### config.mk
export PLATFORM = sky130hd
export DESIGN_NAME = uwr_ctrl
export DESIGN_NICKNAME = d
export VERILOG_FILES = /design/src/rtl/uwr_pkg.sv /design/src/rtl/uwr_ctrl.sv
export SDC_FILE = /design/constraint.sdc
export NUM_CORES = 1
export LEC_CHECK = 0
export BUFFER_PORTS_ARGS = -buffer_cell sky130_fd_sc_hd__buf_4
export CORE_MARGIN = 8
export CORE_UTILIZATION = 45
export CTS_BUF_LIST = sky130_fd_sc_hd__clkbuf_16
export DETAILED_ROUTE_END_ITERATION = 10
export GPL_TIMING_DRIVEN = 0
export PLACE_DENSITY_LB_ADDON = 0.12
export SYNTH_ARGS = -nofsm -noshare
export SYNTH_HDL_FRONTEND = slang
export SYNTH_SLANG_ARGS = --single-unit
### constraint.sdc
create_clock -name clk_i -period 3.3 [get_ports clk_i]
set_input_delay 0.66 -clock clk_i [delete_from_list [all_inputs] [get_ports clk_i]]
set_output_delay 0.66 -clock clk_i [all_outputs]
set_load 0.02 [all_outputs]
### src/rtl/uwr_pkg.sv
// Shared types and constants for the uniform grid ray walker.
package uwr_pkg;

  localparam int REG_W    = 32;
  localparam int CFG_IDX_W = 3;
  localparam int DIMS_W   = 15;
  localparam int DIM_FLD_W = 5;
  localparam int T_W      = 64;

  localparam logic [CFG_IDX_W-1:0] REG_BOX_LO_X  = 3'd0;
  localparam logic [CFG_IDX_W-1:0] REG_BOX_LO_Y  = 3'd1;
  localparam logic [CFG_IDX_W-1:0] REG_BOX_LO_Z  = 3'd2;
  localparam logic [CFG_IDX_W-1:0] REG_BOX_HI_X  = 3'd3;
  localparam logic [CFG_IDX_W-1:0] REG_BOX_HI_Y  = 3'd4;
  localparam logic [CFG_IDX_W-1:0] REG_BOX_HI_Z  = 3'd5;
  localparam logic [CFG_IDX_W-1:0] REG_GRID_DIMS = 3'd6;

  localparam logic signed [T_W-1:0] T_INF = 64'sh4000_0000_0000_0000;

  typedef enum logic [1:0] {
    DIV_SLAB_LO = 2'd0,
    DIV_SLAB_HI = 2'd1,
    DIV_CELL    = 2'd2,
    DIV_DT      = 2'd3
  } div_sel_e;

  typedef struct packed {
    logic       load;
    logic       set_inf;
    logic       div_start;
    div_sel_e   sel;
    logic       wr_a;
    logic       wr_slab;
    logic       wr_te;
    logic       mul_lo;
    logic       mul_hi;
    logic       wr_off;
    logic       cur_zero;
    logic       wr_cur;
    logic       dt_idle;
    logic       wr_dt;
    logic       wr_nxt;
    logic       step;
    logic       miss;
    logic [1:0] ax;
  } dp_cmd_t;

  typedef struct packed {
    logic ax_miss;
    logic d_zero;
    logic off_pos;
    logic t_miss;
    logic div_done;
    logic walk_last;
  } dp_sts_t;

endpackage

### src/rtl/uwr_ctrl.sv
// Controller state machine that sequences setup and the cell walk of one ray.
module uwr_ctrl (
  input  logic             clk_i,
  input  logic             rst_ni,
  input  logic             in_valid_i,
  output logic             in_stall_o,
  output logic             out_valid_o,
  input  logic             out_stall_i,
  input  uwr_pkg::dp_sts_t sts_i,
  output uwr_pkg::dp_cmd_t cmd_o
);
  import uwr_pkg::*;

  typedef enum logic [14:0] {
    S_IDLE     = 15'h0001,
    S_AX_CHK   = 15'h0002,
    S_DIV_LO   = 15'h0004,
    S_DIV_HI   = 15'h0008,
    S_TEST     = 15'h0010,
    S_MUL_LO   = 15'h0020,
    S_MUL_HI   = 15'h0040,
    S_OFF      = 15'h0080,
    S_CELL_ST  = 15'h0100,
    S_CELL_DIV = 15'h0200,
    S_DT_ST    = 15'h0400,
    S_DT_DIV   = 15'h0800,
    S_NXT      = 15'h1000,
    S_WALK     = 15'h2000,
    S_MISS     = 15'h4000
  } state_e;

  state_e     state_q, state_d;
  logic [1:0] ax_q, ax_d;

  always_comb begin
    state_d     = state_q;
    ax_d        = ax_q;
    cmd_o       = '0;
    cmd_o.ax    = ax_q;
    in_stall_o  = 1'b1;
    out_valid_o = 1'b0;
    case (state_q)
      S_IDLE: begin
        in_stall_o = 1'b0;
        if (in_valid_i) begin
          cmd_o.load = 1'b1;
          ax_d       = 2'd0;
          state_d    = S_AX_CHK;
        end
      end
      S_AX_CHK: begin
        if (sts_i.ax_miss) begin
          state_d = S_MISS;
        end else if (sts_i.d_zero) begin
          cmd_o.set_inf = 1'b1;
          if (ax_q == 2'd2) state_d = S_TEST;
          else              ax_d    = ax_q + 1'b1;
        end else begin
          cmd_o.div_start = 1'b1;
          cmd_o.sel       = DIV_SLAB_LO;
          state_d         = S_DIV_LO;
        end
      end
      S_DIV_LO: begin
        if (sts_i.div_done) begin
          cmd_o.wr_a      = 1'b1;
          cmd_o.div_start = 1'b1;
          cmd_o.sel       = DIV_SLAB_HI;
          state_d         = S_DIV_HI;
        end
      end
      S_DIV_HI: begin
        if (sts_i.div_done) begin
          cmd_o.wr_slab = 1'b1;
          if (ax_q == 2'd2) begin
            state_d = S_TEST;
          end else begin
            ax_d    = ax_q + 1'b1;
            state_d = S_AX_CHK;
          end
        end
      end
      S_TEST: begin
        if (sts_i.t_miss) begin
          state_d = S_MISS;
        end else begin
          cmd_o.wr_te = 1'b1;
          ax_d        = 2'd0;
          state_d     = S_MUL_LO;
        end
      end
      S_MUL_LO: begin
        cmd_o.mul_lo = 1'b1;
        state_d      = S_MUL_HI;
      end
      S_MUL_HI: begin
        cmd_o.mul_hi = 1'b1;
        state_d      = S_OFF;
      end
      S_OFF: begin
        cmd_o.wr_off = 1'b1;
        state_d      = S_CELL_ST;
      end
      S_CELL_ST: begin
        cmd_o.sel = DIV_CELL;
        if (!sts_i.off_pos) begin
          cmd_o.cur_zero = 1'b1;
          if (ax_q == 2'd2) begin
            ax_d    = 2'd0;
            state_d = S_DT_ST;
          end else begin
            ax_d    = ax_q + 1'b1;
            state_d = S_MUL_LO;
          end
        end else begin
          cmd_o.div_start = 1'b1;
          state_d         = S_CELL_DIV;
        end
      end
      S_CELL_DIV: begin
        if (sts_i.div_done) begin
          cmd_o.wr_cur = 1'b1;
          if (ax_q == 2'd2) begin
            ax_d    = 2'd0;
            state_d = S_DT_ST;
          end else begin
            ax_d    = ax_q + 1'b1;
            state_d = S_MUL_LO;
          end
        end
      end
      S_DT_ST: begin
        cmd_o.sel = DIV_DT;
        if (sts_i.d_zero) begin
          cmd_o.dt_idle = 1'b1;
          if (ax_q == 2'd2) state_d = S_WALK;
          else              ax_d    = ax_q + 1'b1;
        end else begin
          cmd_o.div_start = 1'b1;
          state_d         = S_DT_DIV;
        end
      end
      S_DT_DIV: begin
        if (sts_i.div_done) begin
          cmd_o.wr_dt = 1'b1;
          state_d     = S_NXT;
        end
      end
      S_NXT: begin
        cmd_o.wr_nxt = 1'b1;
        if (ax_q == 2'd2) begin
          state_d = S_WALK;
        end else begin
          ax_d    = ax_q + 1'b1;
          state_d = S_DT_ST;
        end
      end
      S_WALK: begin
        out_valid_o = 1'b1;
        if (!out_stall_i) begin
          if (sts_i.walk_last) state_d    = S_IDLE;
          else                 cmd_o.step = 1'b1;
        end
      end
      S_MISS: begin
        out_valid_o = 1'b1;
        cmd_o.miss  = 1'b1;
        if (!out_stall_i) state_d = S_IDLE;
      end
      default: begin
        state_d = S_IDLE;
      end
    endcase
  end

  always_ff @(posedge clk_i or negedge rst_ni) begin
    if (!rst_ni) begin
      state_q <= S_IDLE;
      ax_q    <= 2'd0;
    end else begin
      state_q <= state_d;
      ax_q    <= ax_d;
    end
  end

endmodule

# ---- Yosys cells after proc, flatten, opt, wreduce, memory -nomap -nowiden
# Index checks and enable logic that the tools add are counted.
dict set report totals {
  reg_bits 17
  out_inout_bits 22
  input_bits 10
}
dict set report classes {
  n_addsub 1
  reduce_logical 4
  eq_ne 29
  n_mux 59
}
# op n
set op_table {}
lappend op_table {{case mux 15 bit (15 select lines)} 1}
lappend op_table {{two-way mux 15 bit} 14}
lappend op_table {{two-way mux 1 bit} 26}
lappend op_table {{two-way mux 11 bit} 2}
lappend op_table {{inequality test 2 bit (second input constant)} 11}
lappend op_table {{two-way mux 2 bit} 9}
lappend op_table {{case mux 2 bit (8 select lines)} 1}
lappend op_table {{equality test 15 x 1 -> 1 bit (second input constant)} 1}
lappend op_table {{equality test 15 x 10 -> 1 bit (second input constant)} 1}
lappend op_table {{equality test 15 x 11 -> 1 bit (second input constant)} 1}
lappend op_table {{equality test 15 x 12 -> 1 bit (second input constant)} 1}
lappend op_table {{equality test 15 x 13 -> 1 bit (second input constant)} 1}
lappend op_table {{equality test 15 x 14 -> 1 bit (second input constant)} 1}
lappend op_table {{equality test 15 bit (second input constant)} 1}
lappend op_table {{equality test 15 x 2 -> 1 bit (second input constant)} 1}
lappend op_table {{equality test 15 x 3 -> 1 bit (second input constant)} 1}
lappend op_table {{equality test 15 x 4 -> 1 bit (second input constant)} 1}
lappend op_table {{equality test 15 x 5 -> 1 bit (second input constant)} 1}
lappend op_table {{equality test 15 x 6 -> 1 bit (second input constant)} 1}
lappend op_table {{equality test 15 x 7 -> 1 bit (second input constant)} 1}
lappend op_table {{equality test 15 x 8 -> 1 bit (second input constant)} 1}
lappend op_table {{equality test 15 x 9 -> 1 bit (second input constant)} 1}
lappend op_table {{two-way mux 14 bit} 1}
lappend op_table {{case mux 3 bit (4 select lines)} 1}
lappend op_table {{other kinds (11)} 12}

# ---- Logic depth before layout (Yosys ltp)
# Gate-level depths: netlist of run 1.
dict set report logic_depth {
  depth_word 5
  mapped_depth 9
  depth_no_buf 6
}

# ---- Worst setup path after synthesis of run 1
# OpenSTA, ideal clock, no wires.
dict set report synth_timing {
  path_kind {register -> output}
  startpoint {reg state_q[8]}
  endpoint {out cmd_o[10] (netlist name)}
  required_ns 2.640
  n_path_buf 1
  path_stages_with_launch 6
  slack_ns 0.190
  arrival_time_ns 2.450
  cell_sequence {dfrtp_1 > or4_1 > or3_1 > buf_6 > or4_4 > nor3b_1}
}
# item line
set synth_rtl {}
lappend synth_rtl {{from (decl)} uwr_ctrl.sv:32} ;# state_e state_q, state_d;
lappend synth_rtl {{from (signal assigned)} uwr_ctrl.sv:181} ;# state_q <= state_d;
lappend synth_rtl {{to (decl)} uwr_ctrl.sv:10} ;# output uwr_pkg::dp_cmd_t cmd_o

==> results by group, run 1 <==
CTS
  • Num Clock Sinks: 17
  • Clk Latency, worst-skew pair: 240 ps
  • Clock-pin slew on the worst setup and hold paths: 50 ps
  • Cts hold-fix bufs: 0
  • CTS tree: built
  • Htree depth: 1
  • Clock buffer depth: 2
  • CTS buffer count: 3
  • CTS Root Cell: clkbuf_16

Worst setup path
  • Reg2Reg Depth: 6
  • Crit. End Element: primary output
  • Worst EP arrival: 2560 ps
  • Crit path cell chain: or4_4, or3_1, buf_6, or4_4, nor3b_1, buf_4
  • Worst Setup SP: state_q[9]
  • R2r startpoint: state_q[3]
  • Classification of the worst setup path: reg2out
  • Crit path required time: 2640 ps
  • Reg-to-reg endpoint: state_q[10]
  • Slowest stage delay, CP: 530 ps
  • Most frequent CP cell: or4_4
  • CP max-delay cell: or4_4
  • Reg2Reg Setup Slack: 660 ps
  • CP startpoint kind: flip-flop
  • Crit path max fanout: 8

Route
  • Routed len/inst: 16.9 µm
  • Via Count: 1418
  • Vias/cell: 6.11
  • Router iterations before antenna repair: 4
  • Remaining routing DRC violations: 0
  • Final ANT Viol Nets: 0
  • Initial DRC Count: 83
  • Final WL: 3920 µm

Synthesis
  • Async SR Flop Fraction: 100%
  • Syn Nets: 173
  • Area share of the largest cell type after synthesis: 29.1%
  • Mapped Avg Cell Area: 8.61 µm²
  • Seq cells post-synth: 17
  • Synth area leader: dfrtp_1
  • Synth top area cells: dfrtp_1 29%, nor2_1 4.4%, nor4b_1 3.8%
  • Post-synthesis cell type count: 46
  • Gate Count Post-Synth: 160
  • Synth Flop Type: dfrtp_1
  • Post-synth EDFFs: 0
  • Mapped Area: 1380 µm²
  • Seq/Total Area, Yosys: 31.0%
  • YS warnings: 0

Finish
  • Fillcell total: 288
  • Commonest non-fill, non-tap cells in the layout: 35 x buf_4, 16 x nor2_1, 15 x dfrtp_1
  • # diodes: 0
  • Commonest non-fill, non-tap cell in the layout: buf_4
  • FF/Latch Area: 428 µm²
  • Share of layout cells above drive strength 1: 30.2%
  • Final #Nets: 213
  • Area growth syn-to-layout: 28.5%
  • Fin cells: 232
  • Multi-input gate area: 872 µm²
  • Final Core Density: 59.5%

Global route
  • Busiest grt layer: met2
  • GR Util met3: 4.04%
  • Largest net degree at the start of global routing: 18
  • Vias in the first global route: 1445
  • Initial antenna violation count: 0
  • GRT met1 Usage: 18.2%
  • Met2 Usage GRT: 28.2%
  • First-pass GRT wire length: 6670 µm
  • Final global-route overflow total: 0
  • Tot GR Track Use: 16.0%

Floorplan
  • Die Span Y: 71.3 µm
  • Initial Utilization: 46.3%
  • # rows: 20
  • Core area: 2980 µm²
  • Die area: 5090 µm²
  • Die width: 71.3 µm
  • IO Pins: 32

Placement
  • DP HPWL: 3020 µm
  • Setup WS pre-CTS: 274 ps
  • Gpl congestion: 0.881
  • Post-Place Cells: 224
  • Port bufs: 31

STA
  • Period utilisation layout: 97.7%
  • Worst slew margin: 36.2%
  • Post-layout min period: 3220 ps
  • Tightest Pin Transition: 949 ps
  • FMAX: 310 MHz
  • Hold Fails Final Rpt: 0
  • Clock Skews: 3.29 ps
  • Slew Viols, Final: 0
  • Setup TNS: 0 ps
  • Setup ws final: 76.8 ps
  • Final setup viols: 0

Power and ir drop
  • Static leakage: 0.864 nW
  • VDD IR max: 337 µV
  • Internal: 625 µW
  • Seq pwr share: 26.7%
  • Net switching power: 426 µW
  • Power per cell area: 594 nW/µm²
  • Sw Ratio: 40.5%
  • Comb pwr share: 50.5%
  • Pwr Total: 1.05 mW
  • Clk pwr share: 22.7%

Min path
  • Worst hold path type: in2async

Flow run
  • Max-Cap Viols: 0

Status
  • Status: finished clean
-- per-layer routing --
metal  wire length (µm)  share of wire [%]
met1               1600                 41
met2               1920                 49
met3                311                7.9
met4                 88                2.2
met5                  0                  0
-- cell usage after synthesis (2+ instances only) --
master / n
a21o_1: 2
a21oi_1: 7
a22o_1: 2
a22oi_1: 3
a32oi_1: 3
and3_1: 4
buf_6: 4
dfrtp_1: 16
ha_1: 3
inv_1: 10
mux2_4: 2
mux2i_1: 2
nand2_1: 12
nand2b_1: 3
nand3_1: 4
nand4b_1: 2
nor2_1: 16
nor2b_1: 4
nor3_1: 9
nor3b_1: 4
nor4_1: 4
nor4b_1: 6
o211ai_1: 2
o21ai_0: 4
o22ai_1: 2
or2_2: 3
or3_1: 2
or4_1: 5
or4_4: 3
-- metrics by stage --
stage          instance area [µm²]  hold WS, ps
2_1_floorplan                 1380          364
3_3_place_gp                  1650          539
3_5_place_dp                  1650          540
4_1_cts                       1740          279
5_1_grt                       1770          285
6_report                      1770          272
-- what timing repair did --
action | CTS | global route
buffers inserted | 1 | 3
cloned | 0 | 0
gates resized for setup | 0 | 3
endpoints found under the setup margin | 1 | 2
-- cell type report --
class / instances / area share [%]
buffer: 5 / 2.83
multi-input combinational: 128 / 49.3
tap: 33 / 2.33
inverter: 10 / 2.12
sequential: 17 / 24.2
timing repair buffer: 35 / 14.8
clock buffer: 3 / 4.24
clock inverter: 1 / 0.212
-- worst max-delay path by stage --
stage | end | slack (ps) | cells after the start
5_1_grt | cmd_o[9] | -10 | 6
4_1_cts | cmd_o[10] | 10 | 6
2_1_floorplan | cmd_o[10] | 190 | 5
3_5_place_dp | cmd_o[10] | 270 | 6
6_report | cmd_o[9] | 80 | 6
3_3_place_gp | cmd_o[10] | 290 | 6
-- cells by family (layout without fill, tap and decap cells) --
family | count (synthesis) | count (layout) | share of synthesized area (%)
AOI/OAI and AO/OA | 29 | 29 | 14.4
xor gates and xnor gates | 2 | 2 | 1.27
adders and majority gates | 3 | 3 | 2.73
buffers and inverters | 15 | 54 | 6.36
DFF | 17 | 17 | 31.0
muxes | 4 | 4 | 3.63
and+or+nand+nor | 90 | 90 | 40.7
-- flip-flops by register name (all words and copies together), names as in the netlist --
register and flops:
state_q 15, ax_q 2
-- power by group through the flow --
stage	clock (mW)	sequential (mW)	combinational, mW
after global placement	0	0.279	0.509
after floorplan	0	0.284	0.374
after detailed placement	0	0.282	0.528
final	0.239	0.281	0.531
after CTS	0.244	0.280	0.532
after global routing	0.255	0.284	0.584
-- worst max-delay path, delay by kind of cell, from the launching register on --
family                 cells  cell delay, ps
buffers and inverters      2             320
flip-flops                 1             420
AND/OR/NAND/NOR            4            1570
(Power assumes the default switching activity.)
==> run 2: changes to the inputs <==
--- a/config.mk
+++ b/config.mk
@@ -7,7 +7,7 @@
 export LEC_CHECK = 0
 export BUFFER_PORTS_ARGS = -buffer_cell sky130_fd_sc_hd__buf_4
 export CORE_MARGIN = 8
-export CORE_UTILIZATION = 45
+export CORE_UTILIZATION = 53
 export CTS_BUF_LIST = sky130_fd_sc_hd__clkbuf_16
 export DETAILED_ROUTE_END_ITERATION = 10
 export GPL_TIMING_DRIVEN = 0
==> results by group, run 2 (synthesis gave the netlist of run 1 again) <==
Status
  • Status: finished clean

CTS
  • CTS Root Cell: clkbuf_16
  • Clock-pin slew on the worst setup and hold paths: 50 ps (about the same)
  • Clock buffer depth: 2 (unchanged)
  • CTS tree: built
  • Setup Buffers After CTS: 0 (-1)
  • Clk Latency, worst-skew pair: 250 ps (about the same)
  • Num Clock Sinks: 17 (unchanged)
  • CTS buffer count: 3 (unchanged)
  • Htree depth: 1 (unchanged)

Global route
  • Largest net degree at the start of global routing: 18 (unchanged)
  • Vias in the first global route: 1410 (-2.4%)
  • Tot GR Track Use: 18.5% (+2.5 points)
  • Initial antenna violation count: 0 (unchanged)
  • Final global-route overflow total: 0 (unchanged)
  • First-pass GRT wire length: 6570 µm (-1.6%)

Route
  • Initial DRC Count: 125 (+51%)
  • Router iterations before antenna repair: 4 (unchanged)
  • Final WL: 3920 µm (unchanged)
  • Routed len/inst: 17.4 µm (+3.1%)
  • Via Count: 1399 (-1.3%)
  • Vias/cell: 6.22 (+1.7%)
  • Final ANT Viol Nets: 0 (unchanged)
  • Remaining routing DRC violations: 0 (unchanged)

Finish
  • Fin cells: 225 (-3.0%)
  • Final #Nets: 209 (-1.9%)
  • # diodes: 0 (unchanged)
  • Area growth syn-to-layout: 26.2%
  • Share of layout cells above drive strength 1: 29.2% (-0.92 points)
  • Largest Register: state_q
  • Commonest non-fill, non-tap cell in the layout: buf_4
  • Max FFs per register: 15 (unchanged)
  • Biggest regs: state_q: 15 flops, ax_q: 2 flops
  • Fillcell total: 200 (-31%)
  • Design Area, Final: 1740 µm² (-1.8%)
  • Commonest non-fill, non-tap cells in the layout: 31 x buf_4, 16 x nor2_1, 14 x dfrtp_1

Worst setup path
  • Crit path required time: 2640 ps (about the same)
  • Critical Path Sink: cmd_o[9]
  • Reg2Reg Setup Slack: 690 ps (+30 ps)
  • Reg-to-reg endpoint: state_q[1]
  • Reg2Reg Depth: 6 (unchanged)
  • Crit path max fanout: 8 (unchanged)
  • Worst EP arrival: 2600 ps (+40 ps)
  • Worst Setup SP: state_q[8]
  • Crit. End Element: primary output
  • Classification of the worst setup path: reg2out
  • R2r startpoint: state_q[2]
  • CP startpoint kind: flip-flop

Placement
  • DP HPWL: 2960 µm (-1.9%)
  • Port bufs: 31 (unchanged)
  • Dpl cell area: 1650 µm² (-0.23%)
  • Post-Place Cells: 221 (-1.3%)
  • Gpl congestion: 0.968 (+9.9%)

Power and ir drop
  • Static leakage: 0.841 nW (-2.7%)
  • Comb pwr share: 49.9% (-0.6 points)
  • Internal: 623 µW (-0.29%)
  • Sw Ratio: 40.9% (+0.41 points)
  • Net switching power: 432 µW (+1.4%)
  • Clk pwr share: 23.4% (+0.7 points)
  • Seq pwr share: 26.7% (about the same)
  • VDD IR max: 597 µV (+77%)
  • Power per cell area: 607 nW/µm² (+2.3%)

Floorplan
  • # rows: 18 (-10%)
  • Die Span Y: 67.0 µm (-6.1%)
  • Die width: 67.0 µm (-6.1%)
  • Die area: 4490 µm² (-12%)
  • Initial Utilization: 55.6% (+9.3 points)
  • Core area: 2480 µm² (-17%)
  • IO Pins: 32 (unchanged)

STA
  • Tightest Pin Transition: 893 ps (-55.5 ps)
  • Final setup viols: 0 (unchanged)
  • Clock Skews: 1.22 ps (-2.07 ps)
  • Period utilisation layout: 98.7% (+1.1 points)
  • Hold Fails Final Rpt: 0 (unchanged)
  • RSZ-0062 raised after global routing: yes
  • Worst slew margin: 39.9% (+3.7 points)
  • Slew Viols, Final: 0 (unchanged)
  • FMAX: 307 MHz (-1.1%)
  • Post-layout min period: 3260 ps (+35.4 ps)

Flow run
  • Max-Cap Viols: 0 (unchanged)

Min path
  • Worst hold path type: in2async
[run 2: cell types whose count changed in the layout (fill, tap and decap cells not counted), sizes merged]
cell | before | now
buf | 40 | 36
[run 2: how the worst min path moves through the flow]
stage           start          end  slack [ps]  cells after the start
2_1_floorplan  rst_ni      ax_q[0]         360                      0
4_1_cts        rst_ni   state_q[2]         280                      1
6_report       rst_ni  state_q[10]         270                      1
3_5_place_dp   rst_ni  state_q[10]         540                      1
3_3_place_gp   rst_ni  state_q[13]         540                      1
5_1_grt        rst_ni   state_q[2]         290                      1
[run 2: final cells by class]
| type | count | area (µm²) | area share, % |
|---|---|---|---|
| Clock buffer | 3 | 75.1 | 4.32 |
| Tap cell | 30 | 37.5 | 2.16 |
| Timing Repair Buffer | 31 | 233 | 13.4 |
| Buffer | 5 | 50.0 | 2.88 |
| Clock inverter | 1 | 3.75 | 0.216 |
| Multi-Input combinational cell | 128 | 872 | 50.2 |
| Inverter | 10 | 37.5 | 2.16 |
| Sequential cell | 17 | 429 | 24.7 |
[run 2: stage by stage]
stage | hold slack [ps] | util (%) | setup slack [ps] | total power [mW] | setup TNS (ps)
floorplan | 364 | - | 190 | 0.658 | 0
global placement | 537 | 66.5 | 297 | 0.783 | 0
detailed placement | 542 | 66.5 | 263 | 0.799 | 0
CTS | 278 | 69.8 | 32.1 | 1.05 | 0
global route | 293 | 70.2 | -7.93 | 1.12 | -7.93
finish | 270 | 70.2 | 41.5 | 1.06 | 0
[run 2: metal layers]
layer	vias to the layer above	GRT usage, %	share of wire, %
met4	0	5.74	1.2
met2	50	31.5	49
met5	-	0	0
met3	8	2.85	8.0
met1	672	23.2	42
li1	669	-	-
[run 2: critical path: stages (launching register included)]
cell     delay, ps
dfrtp_2        430
or4_4          560
or3_1          330
buf_6          150
or4_4          510
nor3b_1        200
buf_4          170
[run 2: power groups by stage]
stage,Sequential (mW),Combinational [mW],Clock [mW]
3_5_place_dp,0.281,0.517,0
2_1_floorplan,0.284,0.374,0
6_report,0.282,0.527,0.247
3_3_place_gp,0.277,0.506,0
5_1_grt,0.285,0.574,0.260
4_1_cts,0.281,0.521,0.247
[run 2: what timing repair did]
item | in CTS | in global routing
hold buffers | 0 | 0
pin swaps | 0 | 1
gates resized for setup | 1 | 3
endpoints found under the hold margin | 0 | 0
endpoints found under the setup margin | 1 | 2
==> run 3: changes to the inputs <==
--- a/config.mk
+++ b/config.mk
@@ -9,6 +9,7 @@
 export CORE_MARGIN = 8
 export CORE_UTILIZATION = 53
 export CTS_BUF_LIST = sky130_fd_sc_hd__clkbuf_16
+export CTS_CLUSTER_SIZE = 28
 export DETAILED_ROUTE_END_ITERATION = 10
 export GPL_TIMING_DRIVEN = 0
 export PLACE_DENSITY_LB_ADDON = 0.12
==> constraint.sdc (replaced) <==
create_clock -name clk_i -period 3 [get_ports clk_i]
set_input_delay 0.6 -clock clk_i [delete_from_list [all_inputs] [get_ports clk_i]]
set_output_delay 0.6 -clock clk_i [all_outputs]
set_load 0.02 [all_outputs]
==> results by group, run 3 (synthesis gave the netlist of run 1 again) <==
Worst setup path
  • Slowest stage delay, CP: 520 ps (-40 ps)
  • CP max-delay cell: or4_4
  • Crit. End Element: primary output
  • Crit path required time: 2400 ps (-240 ps)
  • CP Buf/Inv Count: 1 (-1)
  • Crit path max fanout: 7 (-1)
  • Crit path cell chain: or4_4, or3_4, or4_4, nor3b_2, buf_4
  • Worst EP arrival: 2450 ps (-150 ps)
  • Most frequent CP cell: or4_4
  • Delay-heaviest family, CP: simple AND/OR/NAND/NOR gates
  • CP startpoint kind: flip-flop
  • Classification of the worst setup path: reg2out

Finish
  • Final #Nets: 225 (+7.7%)
  • Largest Register: state_q
  • Fillcell total: 163 (-19%)
  • Commonest non-fill, non-tap cell in the layout: buf_4
  • # diodes: 0 (unchanged)
  • Biggest regs: state_q: 15 flops, ax_q: 2 flops
  • Area growth syn-to-layout: 40.2%
  • Max FFs per register: 15 (unchanged)
  • Share of layout cells above drive strength 1: 39.3% (+10 points)
  • Commonest non-fill, non-tap cells in the layout: 45 x buf_4, 15 x nor2_1, 14 x dfrtp_1
  • Design Area, Final: 1930 µm² (+11%)

Global route
  • Initial antenna violation count: 0 (unchanged)
  • Final global-route overflow total: 0 (unchanged)
  • Tot GR Track Use: 19.1% (+0.55 points)
  • Largest net degree at the start of global routing: 18 (unchanged)
  • First-pass GRT wire length: 6620 µm (+0.85%)
  • Vias in the first global route: 1479 (+4.9%)

STA
  • FMAX: 328 MHz
  • Hold WS: 209 ps (-61.3 ps)
  • Hold Fails Final Rpt: 0 (unchanged)
  • Post-layout min period: 3050 ps
  • Setup ws final: -47.8 ps (-89.2 ps)
  • Tightest Pin Transition: 879 ps (-14.4 ps)
  • Clock Skews: 2.70 ps (+1.48 ps)
  • Worst slew margin: 40.9% (+0.97 points)
  • RSZ-0062 raised after global routing: yes
  • Period utilisation layout: 102%
  • Final setup viols: 4 (+4)
  • Slew Viols, Final: 0 (unchanged)

Floorplan
  • # rows: 18 (unchanged)
  • Die area: 4490 µm² (unchanged)
  • Initial Utilization: 55.6% (unchanged)
  • Die width: 67.0 µm (unchanged)
  • Core area: 2480 µm² (unchanged)
  • IO Pins: 32 (unchanged)
  • Die Span Y: 67.0 µm (unchanged)

Status
  • Status: complete, but fails checks
  • Failing checks: setup timing

Min path
  • Worst hold path type: in2async

CTS
  • Clk Latency, worst-skew pair: 250 ps (about the same)
  • CTS Root Cell: clkbuf_16
  • Num Clock Sinks: 17 (unchanged)
  • Clock-pin slew on the worst setup and hold paths: 60 ps (about the same)
  • Clock buffer depth: 2 (unchanged)
  • CTS tree: built
  • CTS buffer count: 3 (unchanged)
  • Cts hold-fix bufs: 0 (unchanged)
  • Htree depth: 1 (unchanged)

Flow run
  • Max-Cap Viols: 0 (unchanged)

Route
  • Routed len/inst: 18.0 µm (+3.4%)
  • Vias/cell: 6.22 (about the same)
  • Final WL: 4340 µm (+11%)
  • Remaining routing DRC violations: 0 (unchanged)
  • Initial DRC Count: 117 (-6.4%)
  • Via Count: 1499 (+7.1%)
  • Final ANT Viol Nets: 0 (unchanged)
  • Router iterations before antenna repair: 5 (+1)

Placement
  • DP HPWL: 2950 µm (-0.30%)
  • Port bufs: 31 (unchanged)
  • Setup WS pre-CTS: 45.7 ps (-218 ps)
  • Gpl congestion: 0.951 (-1.8%)
  • Dpl cell area: 1660 µm² (+0.61%)

Power and ir drop
  • Power per cell area: 652 nW/µm² (+7.4%)
  • VDD IR max: 514 µV (-14%)
  • Static leakage: 0.937 nW (+11%)
==> run 3: area by class of cell <==
| class | instances | area [µm²] | share of cell area (%) |
|---|---|---|---|
| buffer | 4 | 42.5 | 2.20 |
| clock buffer | 3 | 75.1 | 3.89 |
| clock inverter | 1 | 5.00 | 0.259 |
| inverter | 10 | 37.5 | 1.94 |
| multi-input combinational | 128 | 920 | 47.6 |
| sequential | 17 | 429 | 22.2 |
| tap | 30 | 37.5 | 1.94 |
| timing repair buffer | 48 | 385 | 19.9 |
==> run 3: metrics by stage <==
| step | power, mW | cells | TNS, ps | util, % |
|---|---|---|---|---|
| after detailed placement | 0.888 | 221 | 0 | 66.9 |
| after global placement | 0.865 | 221 | 0 | 66.9 |
| after CTS | 1.21 | 232 | -237 | 72.7 |
| final | 1.26 | 241 | -130 | 78.0 |
| after floorplan | 0.726 | 160 | 0 | - |
| after global routing | 1.33 | 241 | -635 | 78.0 |
==> run 3: per-layer routing <==
layer / share of wire (%) / wire (µm) / global-route usage, % / vias up
li1: - / - / - / 702
met1: 39 / 1690 / 22.1 / 699
met2: 49 / 2140 / 31.2 / 92
met3: 9.9 / 431 / 4.36 / 6
met4: 1.8 / 80 / 11.2 / 0
met5: 0 / 0 / 0 / -
==> run 3: path summary, 6_finish.rpt <==
| kind | start | end | slack [ps] | cells after the start |
|---|---|---|---|---|
| setup / recovery | state_q[11] | cmd_o[9] | -50 | 5 |
| hold / removal | rst_ni | state_q[7] | 210 | 1 |
| setup reg to reg | state_q[11] | state_q[10] | 240 | 10 |
| hold reg to reg | state_q[6] | state_q[8] | 620 | 2 |
| max in group asynchronous | rst_ni | state_q[0] | 2530 | 1 |
| min in group clk_i | in_valid_i | state_q[0] | 530 | 2 |
==> run 3: power breakdown <==
part           leakage (nW)  switching, mW  total, mW  internal (mW)
Combinational         0.668          0.361      0.664          0.303
Sequential            0.228         0.0521      0.317          0.265
Clock                0.0409         0.0994      0.278          0.179
Total                 0.937          0.512       1.26          0.747
==> run 3: timing repair <==
action / in CTS / in global routing
gates resized for setup: 4 / 11
setup buffers: 7 / 9
endpoints found under the setup margin: 3 / 15
pin swaps: 2 / 2
cloned: 0 / 1
